--- src/design/per_flow_min_finish_tag_scheduler_unit_assert.svh ---
// ---------------------------------------------------------------------------
// Assertion macros for the fair-queueing scheduler
// Shared concurrent assertion forms, clocked on clk_i, disabled in reset.
// ---------------------------------------------------------------------------
`ifndef PER_FLOW_MIN_FINISH_TAG_SCHEDULER_UNIT_ASSERT_SVH
`define PER_FLOW_MIN_FINISH_TAG_SCHEDULER_UNIT_ASSERT_SVH

// property must hold at every clock edge outside reset
`define PFMFTS_ASSERT(lbl, prop, msg) \
  lbl: assert property (@(posedge clk_i) disable iff (!rst_ni) prop) else $error(msg);

// condition must never be seen outside reset
`define PFMFTS_NEVER(lbl, cond, msg) \
  lbl: assert property (@(posedge clk_i) disable iff (!rst_ni) !(cond)) else $error(msg);

`endif

--- src/design/pfmfts_pkg.sv ---
// ---------------------------------------------------------------------------
// pfmfts_pkg
// Types and constants shared by the scheduler top level and its flow cells.
// ---------------------------------------------------------------------------
package pfmfts_pkg;

  localparam int SLOT_W_MAX = 6;   // up to 64 flow slots
  localparam int KEY_W      = 96;  // {src_addr, dst_addr, src_port, dst_port}
  localparam int TAG_W      = 32;
  localparam int DATA_W     = 192;

  typedef enum logic [2:0] {
    ST_ENQUEUED   = 3'd0,
    ST_DEQUEUED   = 3'd1,
    ST_EMPTY      = 3'd2,
    ST_TABLE_FULL = 3'd3,
    ST_QUEUE_FULL = 3'd4
  } status_e;

  typedef enum logic [2:0] {
    CMD_NONE,
    CMD_OPEN,
    CMD_PUSH,
    CMD_POP,
    CMD_FREE,
    CMD_HEAD
  } cmd_kind_e;

  typedef struct packed {
    cmd_kind_e              kind;
    logic [SLOT_W_MAX-1:0]  slot;
    logic [SLOT_W_MAX-1:0]  rank;
    logic [TAG_W-1:0]       tag;
    logic [KEY_W-1:0]       key;
  } cell_cmd_t;

  typedef struct packed {
    logic                   match;
    logic [SLOT_W_MAX-1:0]  match_slot;
    logic                   free;
    logic [SLOT_W_MAX-1:0]  free_slot;
  } look_t;

  typedef struct packed {
    logic                   valid;
    logic [TAG_W-1:0]       tag;
    logic [SLOT_W_MAX-1:0]  rank;
    logic [SLOT_W_MAX-1:0]  slot;
  } best_t;

endpackage

--- src/design/pfmfts_cell.sv ---
// ---------------------------------------------------------------------------
// pfmfts_cell
// One flow slot: key, open rank, FIFO pointers and cached head finish tag.
// Passes the key lookup and the minimum-tag search on to its neighbor.
// ---------------------------------------------------------------------------
module pfmfts_cell
  import pfmfts_pkg::*;
#(
  parameter int SLOTS = 16,
  parameter int DEPTH = 16,
  localparam int SW   = $clog2(SLOTS),
  localparam int PW   = $clog2(DEPTH),
  localparam int OW   = $clog2(DEPTH + 1)
) (
  input  logic             clk_i,
  input  logic             rst_ni,
  input  logic [SW-1:0]    slot_id_i,
  input  cell_cmd_t        cmd_i,
  input  logic [KEY_W-1:0] look_key_i,
  input  look_t            look_i,
  output look_t            look_o,
  input  best_t            best_i,
  output best_t            best_o,
  output logic [OW-1:0]    occ_o,
  output logic [PW-1:0]    rptr_o,
  output logic [PW-1:0]    wptr_o,
  output logic [KEY_W-1:0] key_o
);

  logic             active_q;
  logic [SW-1:0]    rank_q;
  logic [OW-1:0]    occ_q;
  logic [PW-1:0]    rptr_q, wptr_q;
  logic [KEY_W-1:0] key_q;
  logic [TAG_W-1:0] head_q;
  look_t            look_q, look_d;
  best_t            best_q, best_d, own;
  logic             tgt;

  function automatic logic [PW-1:0] ptr_inc(input logic [PW-1:0] p);
    ptr_inc = (p == PW'(DEPTH - 1)) ? '0 : p + PW'(1);
  endfunction

  assign tgt = (cmd_i.slot == SLOT_W_MAX'(slot_id_i));

  always_comb begin
    look_d = look_i;
    if (!look_i.match && active_q && key_q == look_key_i) begin
      look_d.match      = 1'b1;
      look_d.match_slot = SLOT_W_MAX'(slot_id_i);
    end
    if (!look_i.free && !active_q) begin
      look_d.free      = 1'b1;
      look_d.free_slot = SLOT_W_MAX'(slot_id_i);
    end
  end

  always_comb begin
    own.valid = active_q;
    own.tag   = head_q;
    own.rank  = SLOT_W_MAX'(rank_q);
    own.slot  = SLOT_W_MAX'(slot_id_i);
    best_d    = best_i;
    // smaller tag wins; on a tie the more recently opened flow wins
    if (own.valid && (!best_i.valid || own.tag < best_i.tag ||
        (own.tag == best_i.tag && own.rank < best_i.rank))) begin
      best_d = own;
    end
  end

  always_ff @(posedge clk_i or negedge rst_ni) begin
    if (!rst_ni) begin
      active_q <= 1'b0;
      rank_q   <= '0;
      occ_q    <= '0;
      rptr_q   <= '0;
      wptr_q   <= '0;
      look_q   <= '0;
      best_q   <= '0;
    end else begin
      look_q <= look_d;
      best_q <= best_d;
      case (cmd_i.kind)
        CMD_OPEN: begin
          if (tgt) begin
            active_q <= 1'b1;
            rank_q   <= '0;
            occ_q    <= OW'(1);
            rptr_q   <= '0;
            wptr_q   <= ptr_inc('0);
          end else if (active_q) begin
            rank_q <= rank_q + SW'(1);
          end
        end
        CMD_PUSH: begin
          if (tgt) begin
            occ_q  <= occ_q + OW'(1);
            wptr_q <= ptr_inc(wptr_q);
          end
        end
        CMD_POP: begin
          if (tgt) begin
            occ_q  <= occ_q - OW'(1);
            rptr_q <= ptr_inc(rptr_q);
          end
        end
        CMD_FREE: begin
          if (tgt) begin
            active_q <= 1'b0;
            rank_q   <= '0;
            occ_q    <= '0;
            rptr_q   <= ptr_inc(rptr_q);
          end else if (active_q && SLOT_W_MAX'(rank_q) > cmd_i.rank) begin
            rank_q <= rank_q - SW'(1);
          end
        end
        default: ;
      endcase
    end
  end

  always_ff @(posedge clk_i) begin
    if (tgt && cmd_i.kind == CMD_OPEN) begin
      key_q  <= cmd_i.key;
      head_q <= cmd_i.tag;
    end else if (tgt && cmd_i.kind == CMD_HEAD) begin
      head_q <= cmd_i.tag;
    end
  end

  assign look_o = look_q;
  assign best_o = best_q;
  assign occ_o  = occ_q;
  assign rptr_o = rptr_q;
  assign wptr_o = wptr_q;
  assign key_o  = key_q;

endmodule

--- config.mk ---
export PLATFORM = sky130hd
export DESIGN_NAME = pfmfts_cell
export DESIGN_NICKNAME = d
export VERILOG_FILES = /design/src/design/per_flow_min_finish_tag_scheduler_unit_assert.svh /design/src/design/pfmfts_pkg.sv /design/src/design/pfmfts_cell.sv
export SDC_FILE = /design/constraint.sdc
export NUM_CORES = 1
export LEC_CHECK = 0
export BUFFER_PORTS_ARGS = -buffer_cell sky130_fd_sc_hd__buf_2
export CAP_MARGIN = 20
export CORE_AREA = 2 2 182 184
export DETAILED_ROUTE_END_ITERATION = 10
export DIE_AREA = 0 0 184 186
export GPL_TIMING_DRIVEN = 0
export PLACE_DENSITY = 0.56
export REMOVE_ABC_BUFFERS = 1
export SLEW_MARGIN = 20
export SYNTH_ARGS = -nofsm -noshare
export SYNTH_HDL_FRONTEND = slang
export SYNTH_SLANG_ARGS = --single-unit
export TNS_END_PERCENT = 100
--- constraint.sdc ---
create_clock -name clk_i -period 5.8 [get_ports clk_i]
set_clock_uncertainty 0.15 [all_clocks]
set_input_delay 1.74 -clock clk_i [delete_from_list [all_inputs] [get_ports clk_i]]
set_output_delay 1.74 -clock clk_i [all_outputs]
set_load 0.1 [all_outputs]
Yosys cells after proc, flatten, opt, wreduce, memory -nomap -nowiden

Index checks and enable logic that the tools add are counted.

Word-level logic and storage cells: 92
Output and inout bits: 168
Input bits: 304
Register bits after elaboration: 205

Equal/unequal tests: 17
Muxes and demuxes: 26
Magnitude comparators: 3
Reduce and logical (&&, ||, !) cells: 25
Add/subtract/negate cells: 6

Operators with widths:

| kind                                          | count |
|---|---|
| == test 96 bit                                | 1 |
| two-way mux 32 bit                            | 2 |
| two-way mux 45 bit                            | 1 |
| two-way mux 4 bit                             | 10 |
| == test 32 bit                                | 1 |
| less-than comparator 32 bit                   | 1 |
| one-hot mux 4 bit (2 select lines)            | 3 |
| two-way mux 5 bit                             | 4 |
| one-hot mux 5 bit (4 select lines)            | 1 |
| two-way mux 7 bit                             | 2 |
| adder 4 x 1 -> 4 bit, second input constant   | 3 |
| AND reduction 3 bit                           | 4 |
| == test 4 bit, second input constant          | 2 |
| logical AND 1 bit                             | 8 |
| inequality test 2 bit, second input constant  | 4 |
| nonzero test 2 bit                            | 4 |
| == test 3 x 2 -> 1 bit, second input constant | 2 |
| == test 3 bit, second input constant          | 2 |
| == test 6 x 4 -> 1 bit                        | 1 |
| greater-than comparator 4 x 6 -> 1 bit        | 1 |
| less-than comparator 4 x 6 -> 1 bit           | 1 |
| inequality test 3 bit, second input constant  | 2 |
| adder 5 x 1 -> 5 bit, second input constant   | 1 |
| AND reduction 5 bit                           | 1 |
| other kinds (10)                              | 15 |

Logic depth before layout (Yosys ltp)

Gate-level depths: netlist of run 1.

Depth in word-level cells: 5
Gate-level depth with buffers: 10
Depth with buffers taken out: 9

Worst setup path after synthesis of run 1

No wires, ideal clock.

Path kind: in2reg
From: input cmd_i[139] in the netlist's numbering
To: register key_q[0] (netlist: key_o[0]), enable pin
Arrival time: 6.827 ns
Cell stages on the path: 7
Setup time: 0.553 ns
Path slack: -1.730 ns
Buffers on the path: 2
Required time: 5.097 ns
Path through: nor2_1 > o21ai_1 > a221o_1 > or3_1 > clkbuf_1 > clkbuf_1 > nor2_1

Cells in the longest elaborated chain, start to end: 2

RTL lines:

| item                   | line               | RTL |
|---|---|---|
| start, declared        | pfmfts_cell.sv:18  | `input cell_cmd_t cmd_i,` |
| == test 6 x 4 -> 1 bit | pfmfts_cell.sv:44  | `assign tgt = (cmd_i.slot == SLOT_W_MAX'(slot_id_i));` |
| logical AND 1 bit      | pfmfts_cell.sv:123 | `if (tgt && cmd_i.kind == CMD_OPEN) begin` |
| end signal, assigned   | pfmfts_cell.sv:124 | `key_q <= cmd_i.key;` |
| end, declared          | pfmfts_cell.sv:34  | `logic [KEY_W-1:0] key_q;` |

Every way passes these cells.
A chain may end at the register's enable or synchronous reset.

==> impl_table.tex, run 1 <==
\begin{tabular}{lr}
\hline
Metric & Value \\
\hline
\multicolumn{2}{l}{\textbf{Routing}} \\
Routed wire length & 31.67 mm \\
Wire length on met1 & 12.09 mm \\
Max Used Layer & met4 \\
Post-detailed-route via-to-cell ratio & 4.654 \\
DRC marker count from the first detailed-route iteration & approximately 360 \\
DRC & 0 \\
Post-route antenna net violation count & 0 \\
Met2 wire length & 15.31 mm \\
Detailed route wirelength on metal3 & approximately 3.1 mm \\
Via Count & $\sim$7600 \\
Wirelength per Cell & 19.37 um \\
Drt pass-1 iters & 4 \\
\multicolumn{2}{l}{\textbf{Die}} \\
Core box area & around 32000 sq um \\
Initial core utilization & 0.2896 \\
Overall die height & between 150 and 200 um \\
Row count & 66 \\
Area of the die & 34220 sq um \\
Ports & 472 \\
Horizontal die dimension & 184 um \\
\multicolumn{2}{l}{\textbf{Critical path}} \\
R2r setup slk & 2.46 ns \\
Critical R2R Launch & key\_o[53] \\
Reg-to-reg endpoint & look\_o[9] \\
Crit end category & register \\
Worst R2R Path Depth & 7 \\
Startpoint of the most critical setup path & look\_key\_i[53] \\
Worst Setup Path Type & input port to register \\
Startpoint type of the worst setup path & input port \\
Data required time at the worst endpoint & 6.06 ns \\
CP endpoint & look\_o[9] \\
Maximum fanout count along the critical path & 7 \\
CP Data Arrival Time & between 4 and 5 ns \\
\multicolumn{2}{l}{\textbf{Clock network}} \\
Quantity of hold-fixing buffers added after cts & 0 \\
Clock Path Buffers & 3 \\
Post-cts gate resize count & 0 \\
H-tree depth & 1 \\
Worst-skew pair later-pin latency & 0.54 ns \\
Root buffer selected by CTS & clkbuf\_16 \\
Clock-pin slew of the registers on the worst-case setup and hold paths & 0.06 ns \\
Setup bufs post-CTS & 0 \\
Clock tree from TritonCTS & yes \\
Num CTS Buffers & 26 \\
Sink Count & a little over 200 \\
\multicolumn{2}{l}{\textbf{Logic synthesis}} \\
Most area-consuming cells after synthesis & edfxtp\_1 41\%, dfrtp\_1 21\%, ha\_1 6.2\% \\
Cells after synthesis & 700 \\
Total standard cell area after synthesis & 9328 sq um \\
Synthesis Warnings & 0 \\
Library cell occupying the most area in the post-synthesis netlist & edfxtp\_1 \\
EDFF count, synth & 128 \\
Main synth FF type & edfxtp\_1 \\
Sequential area share after synthesis & 0.6186 \\
Mean instance size in the synthesized netlist & 13.33 sq um \\
Distinct cell type count after synthesis & 53 \\
FFs w/ async S/R, synth & 0.3756 \\
Flop and latch count out of synthesis & 205 \\
Share of Yosys cell area claimed by the top area cell type & 0.4121 \\
\multicolumn{2}{l}{\textbf{Global routing}} \\
First-pass GRT wire length & 44.83 mm \\
Largest net degree at the start of global routing & 49 \\
GR Util All Layers & 0.1753 \\
Number of global-route vias before repair & 7611 \\
Aggregate global routing overflow & 0 \\
Antenna violations before repair & 7 \\
\multicolumn{2}{l}{\textbf{STA}} \\
Measured slew at the worst slew-check pin & 0.9571 ns \\
Portion of the clock cycle consumed by the worst path in the final layout & 0.7298 \\
Max Slew Vio Count & 0 \\
Number of endpoints with negative hold slack in the final report & 0 \\
Setup repair after global routing missed its margin & false \\
Count of final setup violators & 0 \\
Max-slew headroom & 0.3454 \\
Worst hold slack across all endpoints & 0.3535 ns \\
Top achievable clock speed & 236.3 MHz \\
Total negative setup slack & 0 ns \\
Minimum period implied by the final worst setup slack & 4.233 ns \\
\multicolumn{2}{l}{\textbf{Power}} \\
Power, Total & 4.180 mW \\
Static leakage & 6.111 nW \\
PD cells & 314.7 nW/um\^{}2 \\
Max rail drop VDD & 0.3279 mV \\
\multicolumn{2}{l}{\textbf{Cells and area}} \\
Relative area change from synthesis to final layout & 42.43\% \\
Fraction of final layout cells with drive strength greater than 1 & 0.4742 \\
Fin area & around 13000 sq um \\
Number of standard cells in the layout, taps in and fillers out & approximately 1600 \\
Total Nets Final & 1550 \\
Most common cell after layout, fill and taps aside & buf\_2 \\
Most frequent cells in the layout & 470 x buf\_2, 128 x edfxtp\_1, 77 x inv\_1, 77 x dfrtp\_1, 46 x ha\_1 \\
\multicolumn{2}{l}{\textbf{Job}} \\
Number of maximum-capacitance constraint violations & 0 \\
\multicolumn{2}{l}{\textbf{Place}} \\
Count of input and output buffers & 471 \\
Final RePlAce weighted congestion & 0.9287 \\
Inst Count DP & 1579 \\
Placed Area & 12380 sq um \\
Total half-perimeter wirelength after legalization and detailed placement & roughly 26 mm \\
\multicolumn{2}{l}{\textbf{Status}} \\
Result of the run & completed \\
\multicolumn{2}{l}{\textbf{Worst hold path}} \\
Path type of the worst min-delay path & register to register \\
\hline
\end{tabular}
## cell families after synthesis
logic type,synth area share
adder cells (fa/ha/maj),0.06385
multiplexers,0.06170
AO/OA/AOI/OAI,0.08048
XOR/XNOR,0.06479
flip-flops,0.6186
AND/OR/NAND/NOR,0.07378
buffers and inverters,0.03675
## sequential cells by signal, summed over array words and instances (netlist names)
signal    count
key_o        96
best_o       45
head_q       32
look_o       14
occ_o         5
rank_q        4
rptr_o        4
wptr_o        4
active_q      1
## worst min-delay path by stage
stage / cells after the start / slack [ns] / endpoint / startpoint
2_1_floorplan: 1 / 0.33 / best_o[12] / head_q[0]
3_3_place_gp: 1 / 0.34 / best_o[12] / head_q[0]
3_5_place_dp: 1 / 0.35 / best_o[12] / head_q[0]
4_1_cts: 1 / 0.36 / best_o[12] / head_q[0]
5_1_grt: 1 / 0.38 / best_o[15] / head_q[3]
6_report: 1 / 0.35 / best_o[12] / head_q[0]
## cell usage after synthesis (2+ instances only)
| master | n |
|---|---|
| a221o_1 | 3 |
| or3_1 | 2 |
| o31ai_1 | 4 |
| inv_1 | 77 |
| xnor2_1 | 29 |
| dfrtp_1 | 77 |
| buf_2 | 4 |
| nor3_1 | 7 |
| nor2_1 | 15 |
| nand2_1 | 24 |
| o22ai_1 | 14 |
| mux2i_1 | 2 |
| xor2_1 | 40 |
| a22o_1 | 7 |
| a32o_1 | 2 |
| o21ai_0 | 18 |
| or4_1 | 3 |
| nor2b_1 | 9 |
| nand2b_1 | 5 |
| a31oi_1 | 2 |
| and3_1 | 2 |
| nand4_1 | 23 |
| clkbuf_1 | 6 |
| mux2_4 | 4 |
| nand3_1 | 14 |
| a21oi_1 | 30 |
| a221oi_1 | 2 |
| a21o_1 | 9 |
| o2bb2ai_1 | 5 |
| ha_1 | 46 |
| edfxtp_1 | 128 |
| o211ai_1 | 3 |
| a22oi_1 | 3 |
| nor4_1 | 17 |
| mux2_2 | 44 |
| a2111oi_0 | 2 |
| and2_2 | 2 |
## power by group
part	internal, mW	switching, mW
Combinational	0.244	0.623
Clock	1.02	0.638
Sequential	1.62	0.0408
Total	2.88	1.30
## metrics by stage
step / setup WS (ns) / util
finish: 1.567 / 0.4125
global route: 1.420 / 0.4122
CTS: 1.513 / 0.4119
detailed placement: 0.9611 / 0.3845
global placement: -3.919 / 0.3770
floorplan: -1.604 / -
## layer usage
layer,vias up,track usage
met5,-,0
met4,0,0.07488
met3,59,0.06633
met2,348,0.2966
met1,3613,0.1984
li1,3589,-
## critical path, cell delays in order
cell     delay, ns
buf_2         0.10
xor2_1        0.15
nor4_1        0.38
nand4_1       0.14
nor4_1        0.65
nand4_1       0.22
or4_1         0.71
mux2_4        0.38
## cell type report
class                           instances  area [sq um]
Timing Repair Buffer                  482          2575
Multi-Input combinational cell        407          3239
Clock buffer                           39         780.7
Inverter                               77         289.0
Tap cell                              408         510.5
Antenna cell                            8         20.02
Clock inverter                          9         100.1
Sequential cell                       205          5771
Fill cell                            3133         18920
(Power assumes the default switching activity.)
==> run 2, diff against run 1 <==
CORE_AREA = 2 2 184 186   (was 2 2 182 184)
DIE_AREA = 0 0 186 188   (was 0 0 184 186)
PLACE_DENSITY = 0.55   (was 0.56)
clock period = 4.2 ns   (was 5.8 ns; I/O delays follow)
==> run 2 against run 1 <==
Effect of this change:
- sequential power rose by 38%
- die area rose by 2.2%
- total power rose by 36%
- non-clock buffer count fell by 1
- cell area fell by 0.17%
- sequential share of layout area rose by 0.074 points
- clock power rose by 35%
- cell count rose by 2.3%
- wire length rose by 0.40%
- register-to-register slack got worse by 1.6 ns
- core utilization fell by 1.2 points
- clock-buffer cell count fell by 10
- critical path type unchanged
- largest cell class unchanged
- largest power group unchanged
- highest routed layer is now met5
==> impl_table.tex, run 2 (same netlist as run 1, synthesis figures left out) <==
\begin{tabular}{lr}
\hline
Metric & Value \\
\hline
\multicolumn{2}{l}{\textbf{Critical path}} \\
Crit end category & register \\
Reg-to-reg endpoint & look\_o[7] \\
R2r setup slk & 0.83 ns \\
Maximum fanout count along the critical path & 27 \\
Startpoint type of the worst setup path & input port \\
Critical R2R Launch & active\_q \\
CP endpoint & key\_o[48] \\
Data required time at the worst endpoint & around 4.3 ns \\
Worst Setup Path Type & input port to register \\
CP Data Arrival Time & around 3.9 ns \\
Worst R2R Path Depth & 5 \\
Startpoint of the most critical setup path & cmd\_i[139] \\
\multicolumn{2}{l}{\textbf{Die}} \\
Core box area & between 30000 and 40000 sq um \\
Ports & 472 \\
Row count & 67 \\
Area of the die & 34970 sq um \\
Horizontal die dimension & between 150 and 200 um \\
Overall die height & 188 um \\
Initial core utilization & 0.2817 \\
\multicolumn{2}{l}{\textbf{Power}} \\
Power, Total & between 5 and 6 mW \\
Static leakage & 6.060 nW \\
PD cells & 430.2 nW/um\^{}2 \\
Max rail drop VDD & 0.3702 mV \\
\multicolumn{2}{l}{\textbf{STA}} \\
Max Slew Vio Count & 0 \\
Setup repair after global routing missed its margin & false \\
Minimum period implied by the final worst setup slack & 3.802 ns \\
Worst hold slack across all endpoints & 0.3595 ns \\
Measured slew at the worst slew-check pin & 0.8688 ns \\
Max-slew headroom & 0.4059 \\
Count of final setup violators & 0 \\
Portion of the clock cycle consumed by the worst path in the final layout & 0.9052 \\
Number of endpoints with negative hold slack in the final report & 0 \\
Top achievable clock speed & 263.0 MHz \\
\multicolumn{2}{l}{\textbf{Routing}} \\
Drt pass-1 iters & 4 \\
DRC & 0 \\
Wirelength per Cell & 19.02 um \\
Max Used Layer & met5 \\
Post-detailed-route via-to-cell ratio & between 4 and 5 \\
Met2 wire length & 15.43 mm \\
Detailed route wirelength on metal3 & 3.349 mm \\
Via Count & $\sim$7500 \\
Post-route antenna net violation count & 0 \\
DRC marker count from the first detailed-route iteration & 313 \\
Routed wire length & approximately 32 mm \\
Wire length on met1 & 12.28 mm \\
\multicolumn{2}{l}{\textbf{Cells and area}} \\
Most frequent cells in the layout & 470 x buf\_2, 128 x edfxtp\_1, 77 x inv\_1, 77 x dfrtp\_1, 46 x ha\_1 \\
Number of flip-flops in the largest register & 96 \\
Fillcell total & 3228 \\
Footprint of the multi-input gates & 3239 sq um \\
Total Nets Final & 1548 \\
Seq. cell area & 5771 sq um \\
Fraction of final layout cells with drive strength greater than 1 & 0.4737 \\
Relative area change from synthesis to final layout & 42.19\% \\
Fin area & 13260 sq um \\
Most common cell after layout, fill and taps aside & buf\_2 \\
Util after Layout & 0.4005 \\
\multicolumn{2}{l}{\textbf{Place}} \\
Count of input and output buffers & 471 \\
Placed Area & 12400 sq um \\
Final RePlAce weighted congestion & 0.8462 \\
Total half-perimeter wirelength after legalization and detailed placement & 25.84 mm \\
\multicolumn{2}{l}{\textbf{Global routing}} \\
First-pass GRT wire length & approximately 46 mm \\
GR Util All Layers & 0.1751 \\
Largest net degree at the start of global routing & 44 \\
Number of global-route vias before repair & between 7000 and 8000 \\
Aggregate global routing overflow & 0 \\
Antenna violations before repair & 14 \\
\multicolumn{2}{l}{\textbf{Clock network}} \\
H-tree depth & 1 \\
Setup bufs post-CTS & 0 \\
Sink Count & about 210 \\
Worst-skew pair later-pin latency & roughly 0.53 ns \\
Clock-pin slew of the registers on the worst-case setup and hold paths & roughly 0.050 ns \\
Clock Path Buffers & 3 \\
Post-cts gate resize count & 0 \\
Clock tree from TritonCTS & yes \\
Root buffer selected by CTS & clkbuf\_16 \\
Quantity of hold-fixing buffers added after cts & 0 \\
Num CTS Buffers & 25 \\
\multicolumn{2}{l}{\textbf{Status}} \\
Result of the run & completed \\
\multicolumn{2}{l}{\textbf{Worst hold path}} \\
Path type of the worst min-delay path & register to register \\
\multicolumn{2}{l}{\textbf{Job}} \\
Number of maximum-capacitance constraint violations & 0 \\
\hline
\end{tabular}
==> run 2: changes by cell type in the layout (fill, tap and decap cells not counted), sizes merged <==
cell      delta
clkbuf      -10
clkinvlp     +4
bufinv       +2
clkinv       +2
buf          -1
==> run 2: per-stage QoR <==
step | setup slack, ns | cells | TNS (ns)
finish | 0.3982 | 1672 | 0
global placement | -5.298 | 1608 | -669.37
global route | 0.2298 | 1668 | 0
CTS | 0.4111 | 1664 | 0
detailed placement | -0.1721 | 1618 | -7.018
floorplan | -2.724 | 689 | -296.07
==> run 2: cell type report <==
cell class              instances  share of cell area
repair buffers                481              0.1915
inverters                      77             0.02179
well taps                     448             0.04226
diodes                          8            0.001509
flip-flops and latches        205              0.4351
multi-input cells             407              0.2442
clock buffers                  29             0.04830
clock inverters                17             0.01528
==> run 2: how the worst min path moves through the flow <==
stage / startpoint / end / depth (start not counted)
final: head_q[22] / best_o[34] / 1
after global routing: head_q[16] / best_o[28] / 1
after CTS: wptr_o[3] / wptr_o[3] / 1
after detailed placement: wptr_o[3] / wptr_o[3] / 1
after global placement: head_q[15] / best_o[27] / 1
after floorplan: head_q[0] / best_o[12] / 1
==> run 2: per-layer routing <==
metal | up-vias | global-route usage
li1 | 3581 | -
met1 | 3545 | 0.2042
met2 | 312 | 0.2964
met3 | 49 | 0.06467
met4 | 6 | 0.05633
met5 | - | 0
==> run 2: power by group <==
part	total [mW]	internal (mW)	switching [mW]	leakage (nW)
combinational	1.19	0.336	0.849	3.60
sequential	2.29	2.24	0.0591	2.06
clock	2.23	1.34	0.884	0.398
total	5.71	3.91	1.79	6.06
==> run 2: worst max-delay path: stages <==
cell and delay [ns]:
buf_2 0.09, nor2_1 0.09, o21ai_1 0.07, a221o_1 0.29
or3_1 0.59, nor2_4 0.73, buf_12 0.27, buf_12 0.22
buf_16 0.20
